--- config.mk ---
export PLATFORM = sky130hd
export DESIGN_NAME = insertion_sorter_top_flat
export DESIGN_NICKNAME = d
export VERILOG_FILES = /design/src/hdl/isort_pkg.sv /design/src/hdl/isort_if.sv /design/src/hdl/isort_cell.sv /design/src/hdl/insertion_sorter_top.sv /design/src/flat_wrapper.sv
export SDC_FILE = /design/constraint.sdc
export NUM_CORES = 2
export LEC_CHECK = 0
export BUFFER_PORTS_ARGS = -buffer_cell sky130_fd_sc_hd__buf_2
export CORE_MARGIN = 10
export CORE_UTILIZATION = 50
export CTS_CLUSTER_DIAMETER = 120
export DETAILED_ROUTE_END_ITERATION = 7
export MAX_ROUTING_LAYER = met4
export PLACE_DENSITY_LB_ADDON = 0.3
export SYNTH_ARGS = -nofsm -noshare
export SYNTH_HDL_FRONTEND = slang
export SYNTH_SLANG_ARGS = --single-unit
--- constraint.sdc ---
create_clock -name clk -period 6.4 [get_ports clk]
set_input_delay 0 -clock clk [delete_from_list [all_inputs] [get_ports clk]]
set_output_delay 0 -clock clk [all_outputs]
set_load 0.01 [all_outputs]
--- src/hdl/isort_pkg.sv ---
// Shared types and constants of the insertion sorter.
package isort_pkg;

  localparam int DEPTH = 16;
  localparam int DATA_W = 32;

  // Broadcast from the control to every cell of the chain.
  typedef struct packed {
    logic                     ins;
    logic                     shift;
    logic signed [DATA_W-1:0] value;
  } cell_ctrl_t;

  // What a cell shows to its neighbours.
  typedef struct packed {
    logic                     valid;
    logic                     gt;
    logic signed [DATA_W-1:0] value;
  } cell_data_t;

endpackage

--- src/hdl/isort_if.sv ---
// Handshake channels of the insertion sorter: input items and sorted results.
interface isort_in_if;
  logic                               valid;
  logic                               ready;
  logic signed [isort_pkg::DATA_W-1:0] value;
  logic                               last;

  modport source (output valid, output value, output last, input ready);
  modport sink (input valid, input value, input last, output ready);
endinterface

interface isort_out_if;
  logic                               valid;
  logic                               ready;
  logic signed [isort_pkg::DATA_W-1:0] sorted_value;
  logic                               last_out;
  logic                               overflow;

  modport source (output valid, output sorted_value, output last_out, output overflow,
                  input ready);
  modport sink (input valid, input sorted_value, input last_out, input overflow,
                output ready);
endinterface

--- src/hdl/isort_cell.sv ---
// One cell of the sorting chain: holds a single value and its valid bit.
module isort_cell (
  input  logic                  clk,
  input  logic                  rst_n,
  input  isort_pkg::cell_ctrl_t ctrl,
  input  isort_pkg::cell_data_t left_d,
  input  isort_pkg::cell_data_t right_d,
  output isort_pkg::cell_data_t cell_q
);

  logic                               valid_r;
  logic                               valid_nxt;
  logic signed [isort_pkg::DATA_W-1:0] value_r;
  logic signed [isort_pkg::DATA_W-1:0] value_nxt;
  logic                               gt;

  assign gt = valid_r && (value_r > ctrl.value);

  always_comb begin
    valid_nxt = valid_r;
    value_nxt = value_r;
    if (ctrl.shift) begin
      valid_nxt = right_d.valid;
      value_nxt = right_d.value;
    end else if (ctrl.ins) begin
      // A cell is rewritten when its value moves right or when it is the first free slot.
      if (gt || (!valid_r && left_d.valid)) begin
        valid_nxt = 1'b1;
        value_nxt = left_d.gt ? left_d.value : ctrl.value;
      end
    end
  end

  always_ff @(posedge clk) begin
    if (!rst_n) begin
      valid_r <= 1'b0;
    end else begin
      valid_r <= valid_nxt;
    end
    value_r <= value_nxt;
  end

  assign cell_q.valid = valid_r;
  assign cell_q.gt    = gt;
  assign cell_q.value = value_r;

endmodule

--- src/hdl/insertion_sorter_top.sv ---
// Top level of the insertion sorter: cell chain, run control and output register.
//
// Usage: a run of signed 32-bit values enters on in_ch, one per transaction,
// the final one marked by last. Each value is inserted into a chain of DEPTH
// cells in the cycle it is accepted, so a run streams in at one value per
// cycle; equal values keep their arrival order. Values that arrive while all
// cells are occupied are discarded and every result of that run carries
// overflow.
// After the last transaction the chain drains through an output register on
// out_ch, smallest value first, one result per cycle while out_ch.ready is
// high; last_out marks the final result. Accepting the last input sets the drain state,
// which then loads the first result into the output register. While a run drains,
// in_ch.ready is low; it rises again once the final result is in the output register,
// so the next run may start while that result still waits.
// A stall on out_ch holds the output register and freezes the chain.
// Reset empties the chain and the output register; no clearing pass is needed.
module insertion_sorter_top (
  input logic               clk,
  input logic               rst_n,
  isort_in_if.sink          in_ch,
  isort_out_if.source       out_ch
);

  isort_pkg::cell_ctrl_t ctrl;
  isort_pkg::cell_data_t cell_q  [isort_pkg::DEPTH];
  isort_pkg::cell_data_t left_d  [isort_pkg::DEPTH];
  isort_pkg::cell_data_t right_d [isort_pkg::DEPTH];

  logic drain_r;
  logic drain_nxt;
  logic drop_r;
  logic drop_nxt;
  logic out_valid_r;
  logic out_valid_nxt;
  logic signed [isort_pkg::DATA_W-1:0] out_value_r;
  logic out_last_r;
  logic out_ovf_r;

  logic in_fire;
  logic full;
  logic load;
  logic final_elem;

  assign full       = cell_q[isort_pkg::DEPTH-1].valid;
  assign in_ch.ready = !drain_r;
  assign in_fire    = in_ch.valid && !drain_r;
  assign load       = drain_r && (!out_valid_r || out_ch.ready);
  assign final_elem = !right_d[0].valid;

  assign ctrl.ins   = in_fire && !full;
  assign ctrl.shift = load;
  assign ctrl.value = in_ch.value;

  for (genvar i = 0; i < isort_pkg::DEPTH; i++) begin : g_cell
    if (i == 0) begin : g_head
      // The head has nothing to its left that could move in.
      assign left_d[i].valid = 1'b1;
      assign left_d[i].gt    = 1'b0;
      assign left_d[i].value = '0;
    end else begin : g_body
      assign left_d[i] = cell_q[i-1];
    end
    if (i == isort_pkg::DEPTH - 1) begin : g_tail
      assign right_d[i].valid = 1'b0;
      assign right_d[i].gt    = 1'b0;
      assign right_d[i].value = '0;
    end else begin : g_inner
      assign right_d[i] = cell_q[i+1];
    end

    isort_cell u_cell (
      .clk     (clk),
      .rst_n   (rst_n),
      .ctrl    (ctrl),
      .left_d  (left_d[i]),
      .right_d (right_d[i]),
      .cell_q  (cell_q[i])
    );
  end

  always_comb begin
    drain_nxt     = drain_r;
    drop_nxt      = drop_r;
    out_valid_nxt = out_valid_r;
    if (in_fire && full) begin
      drop_nxt = 1'b1;
    end
    if (in_fire && in_ch.last) begin
      drain_nxt = 1'b1;
    end
    if (out_ch.ready) begin
      out_valid_nxt = 1'b0;
    end
    if (load) begin
      out_valid_nxt = 1'b1;
      if (final_elem) begin
        drain_nxt = 1'b0;
        drop_nxt  = 1'b0;
      end
    end
  end

  always_ff @(posedge clk) begin
    if (!rst_n) begin
      drain_r     <= 1'b0;
      drop_r      <= 1'b0;
      out_valid_r <= 1'b0;
    end else begin
      drain_r     <= drain_nxt;
      drop_r      <= drop_nxt;
      out_valid_r <= out_valid_nxt;
    end
    if (load) begin
      out_value_r <= cell_q[0].value;
      out_last_r  <= final_elem;
      out_ovf_r   <= drop_r;
    end
  end

  assign out_ch.valid        = out_valid_r;
  assign out_ch.sorted_value = out_value_r;
  assign out_ch.last_out     = out_last_r;
  assign out_ch.overflow     = out_ovf_r;

endmodule

--- src/flat_wrapper.sv ---
// flat-port wrapper written by rule: the top's interface ports become plain ports
module insertion_sorter_top_flat 
  (clk, rst_n, in_ch_valid, in_ch_value, in_ch_last, in_ch_ready, out_ch_valid, out_ch_sorted_value, out_ch_last_out, out_ch_overflow, out_ch_ready);
  isort_in_if in_ch_i ();
  isort_out_if out_ch_i ();
  input logic clk;
  input logic rst_n;
  input wire logic [$bits(in_ch_i.valid)-1:0] in_ch_valid;
  input wire logic [$bits(in_ch_i.value)-1:0] in_ch_value;
  input wire logic [$bits(in_ch_i.last)-1:0] in_ch_last;
  output wire logic [$bits(in_ch_i.ready)-1:0] in_ch_ready;
  output wire logic [$bits(out_ch_i.valid)-1:0] out_ch_valid;
  output wire logic [$bits(out_ch_i.sorted_value)-1:0] out_ch_sorted_value;
  output wire logic [$bits(out_ch_i.last_out)-1:0] out_ch_last_out;
  output wire logic [$bits(out_ch_i.overflow)-1:0] out_ch_overflow;
  input wire logic [$bits(out_ch_i.ready)-1:0] out_ch_ready;
  assign in_ch_i.valid = in_ch_valid;
  assign in_ch_i.value = in_ch_value;
  assign in_ch_i.last = in_ch_last;
  assign in_ch_ready = in_ch_i.ready;
  assign out_ch_valid = out_ch_i.valid;
  assign out_ch_sorted_value = out_ch_i.sorted_value;
  assign out_ch_last_out = out_ch_i.last_out;
  assign out_ch_overflow = out_ch_i.overflow;
  assign out_ch_i.ready = out_ch_ready;
  insertion_sorter_top u_core (.clk(clk), .rst_n(rst_n), .in_ch(in_ch_i), .out_ch(out_ch_i));
endmodule
==> run metrics <==
slew of the pin with the lowest slew margin=1.23 ns; Die W=295 µm; Post-DP HPWL=~83 mm; CP endpoint=u_core.g_cell[6].u_cell.value_r[14]$_DFFE_PP_; WL final=between 100 and 150 mm; CP max stage delay=0.93 ns; area of the multi-input gates=20,200 µm²; Comb pwr share=23.7%; Fin. Hold Viols=0; P_leak=16.5 nW; core area=between 70,000 and 80,000 µm²; CP Max Fanout=35; largest net degree at the start of global routing=~200; gr usage total=26.4%; R2R setup slack=2.05 ns; status=finished clean; R2R depth=9; multiplexer area fraction after synthesis=1.34%; Synth Area in Adders=15.9%; DR vias/cell=approximately 6.7; Post-Synth Simple-Gate Area=16.0%; root buffer selected by CTS=clkbuf_16; Slew HR=between 10% and 20%; Crit. End Element=flop; cell depth of the worst setup path=12; vias in the first global route=approximately 30k; minimum clock period=4.55 ns; fin util=55.6%; Setup CP Type=primary input to flop; arrival time worst endpoint=4.89 ns; power density over the cells=~280 nW/µm²; total grt overflow=0; cts hold-fix bufs=39; Final Power=11.8 mW; Clk pin slew, worst setup/hold paths=0.06 ns; Fill cells=6,461; share of the clock period used by the worst path=71.1%; number of max-cap violations=0; PortBufs=72; DIE HEIGHT=295 µm; Synth Register Bits=565; H-tree levels=3; CP Buf/Inv Count=3; Top Ports=73; Final WS setup=1.85 ns; Placer Congestion=approximately 0.93; initial antenna violation count=0; final cell count without fillers=between 4k and 5k; Post-Synth XOR/XNOR Area=0%; Synth cell types=68; die area=87,200 µm²; worst r2r dst=u_core.g_cell[6].u_cell.value_r[14]$_DFFE_PP_; pre-CTS setup slack=1.89 ns; syn nets=approximately 4.3k; RR Startpoint=u_core.g_cell[5].u_cell.value_r[15]$_DFFE_PP_; Placed Cells=4,599; first-pass GRT wire length=177 mm; achievable frequency=between 200 and 250 MHz; Compound-Gate Fraction of Synth Area=approximately a fifth; Initial Util=around 51%; P_int=8.01 mW; Nets=4,256; yosys warns=0; area delta synth->final=9.83%; switching power=3.79 mW; Synth async-reset ratio=0%; unrepaired setup endpoints after global routing=no; Seq/Total Area, Yosys=43.4%; sw frac=32.2%; Max VDD drop=0.000180 V; cells after synthesis=3,736; Slew Limit Fails=0; Main synth FF type=edfxtp_1; Worst Setup SP=in_ch_value[5]; clock share of power=approximately 33%; layout cells sized above 1=8.33%; CP required=slightly below 7 ns; Max Buffers Root-to-Sink=3; DRT Pass-1 Iters=5; Inserted Clock Buffers=68; Post-Syn Area=37,900 µm²; sequential power share=43.7%; clock sinks=565; CP cell instances=dlygate4sd3_1 > buf_2 > inv_1 > ha_1 > a211oi_1 > o21ai_0 > a221oi_1 > nor2_1 > o21ai_1 > a21o_1 > nand2_1 > a221o_1; largest family of logic cells by synthesized area=compound AO/OA/AOI/OAI gates; antenna viol nets, final=0; sequential standard cell area=16,500 µm²; Routed WL per cell=24.1 µm; skew final=just under 0.02 ns; Hold/Removal Path Class=primary input to flop; Crit-path slowest cell=nand2_1; Setup Buffers After CTS=0; antenna cell count=0; CTS tree=done; clk_lat worst skew=approximately 0.61 ns; Startpoint Class=primary input; drc violations=0; # resized after CTS=0; Post-Syn Area per Cell=between 10 and 15 µm²; setup_tns=0 ns; Detailed Route Iter0 Violations=4,458; EDFF count, synth=514; Cell Rows=100; family with the most delay on the worst path=compound AO/OA/AOI/OAI gates; Vias=31.7k; Final setup violation count=0
==> worst min-delay path, stage by stage <==
cell and delay, ns:
buf_2 0.29, mux2i_1 0.25, a21oi_1 0.08
==> metrics by stage <==
step | cell area [µm²] | hold WS (ns)
after CTS | 41600 | 0.0500
after global routing | 41600 | 0.118
after global placement | 39100 | 0.250
after detailed placement | 39100 | 0.263
final | 41600 | 0.107
after floorplan | 37900 | 0.138
==> layout by cell type, fill, tap and decap left out, types with 5 or more instances in the layout <==
master / n
nand2_1: 624
edfxtp_1: 514
ha_1: 480
a221o_1: 282
nor2_1: 275
a21oi_1: 253
nand3_1: 180
o211ai_1: 142
o21ai_0: 110
inv_1: 85
nand4_1: 77
buf_2: 72
clkbuf_16: 71
and4_1: 66
dfxtp_1: 51
buf_4: 45
clkinv_1: 41
mux2i_1: 40
dlygate4sd3_1: 39
a21o_1: 33
o211ai_2: 31
a211oi_1: 19
nand3_2: 18
a21boi_0: 16
clkinv_2: 16
nor4_1: 15
o21ai_4: 14
a221oi_1: 14
nand2b_1: 13
nor2b_1: 13
clkbuf_1: 13
o221ai_1: 10
a31oi_1: 9
nor3_1: 8
o21ai_1: 7
mux2_2: 7
clkbuf_8: 7
a2111o_1: 6
o31ai_1: 5
==> power by group through the flow <==
stage,logic (mW),registers (mW),clock network [mW]
global placement,2.64,5.21,0
finish,2.80,5.16,3.84
global route,3.11,5.21,4.02
detailed placement,2.73,5.21,0
floorplan,1.99,5.07,0
CTS,2.76,5.14,3.88
==> cells in the mapped netlist, types with 51 or more instances <==
| cell | instances | share of area [%] |
|---|---|---|
| clkbuf_1 | 136 | 1.3 |
| and4_1 | 66 | 1.5 |
| buf_2 | 51 | 0.67 |
| a21oi_1 | 253 | 3.3 |
| o21ai_0 | 123 | 1.6 |
| ha_1 | 480 | 16 |
| nand4_1 | 77 | 1.3 |
| nor2_1 | 276 | 2.7 |
| edfxtp_1 | 514 | 41 |
| nand3_1 | 180 | 2.4 |
| inv_1 | 85 | 0.84 |
| a221o_1 | 282 | 7.5 |
| nand2_1 | 625 | 6.2 |
| o211ai_1 | 142 | 2.8 |
| dfxtp_1 | 51 | 2.7 |
==> state kept, by name, summed over array words and instances (netlist names) <==
register                      count
u_core.out_ch.sorted_value       32
u_core.g_cell.u_cell.valid_r     16
u_core.out_ch.valid               1
u_core.drain_r                    1
u_core.out_ch.last_out            1
u_core.drop_r                     1
u_core.g_cell.u_cell.value_r    512
u_core.out_ch.overflow            1
==> per-layer routing <==
layer,part of all wire [%],global-route usage [%],up-vias,routed length (µm)
met1,45,38.0,15281,51500
met3,9.4,3.72,208,10800
met4,2.9,8.26,0,3360
met5,0,-,-,0
li1,-,-,14506,-
met2,43,38.1,1671,49100
==> cell families (layout without fill, tap and decap cells) <==
| family | count (synthesis) | after routing |
|---|---|---|
| AOI/OAI and AO/OA | 981 | 981 |
| adders and majority gates | 480 | 480 |
| buffers and inverters | 343 | 399 |
| DFF | 565 | 565 |
| muxes | 50 | 50 |
| and+or+nand+nor | 1317 | 1317 |
==> cell type report <==
cell class | instances | area share [%]
repair buffers | 159 | 2.76
clock buffers | 91 | 4.62
flip-flops and latches | 565 | 39.6
multi-input cells | 2828 | 48.5
clock inverters | 32 | 0.556
inverters | 117 | 1.07
well taps | 969 | 2.91
==> worst min path at each step <==
stage / startpoint / end / slack, ns / cells past startpoint
2_1_floorplan: rst_n / u_core.g_cell[2].u_cell.valid_r$_SDFFE_PN0P_ / 0.14 / 2
3_3_place_gp: in_ch_last / u_core.drain_r$_SDFF_PN0_ / 0.25 / 3
3_5_place_dp: in_ch_last / u_core.drain_r$_SDFF_PN0_ / 0.26 / 3
4_1_cts: in_ch_value[0] / u_core.g_cell[15].u_cell.value_r[0]$_SDFFE_PP0P_ / 0.05 / 3
5_1_grt: in_ch_value[0] / u_core.g_cell[15].u_cell.value_r[0]$_SDFFE_PP0P_ / 0.12 / 3
6_report: in_ch_value[0] / u_core.g_cell[15].u_cell.value_r[0]$_SDFFE_PP0P_ / 0.11 / 3
Power figures use the tool's default switching activity.
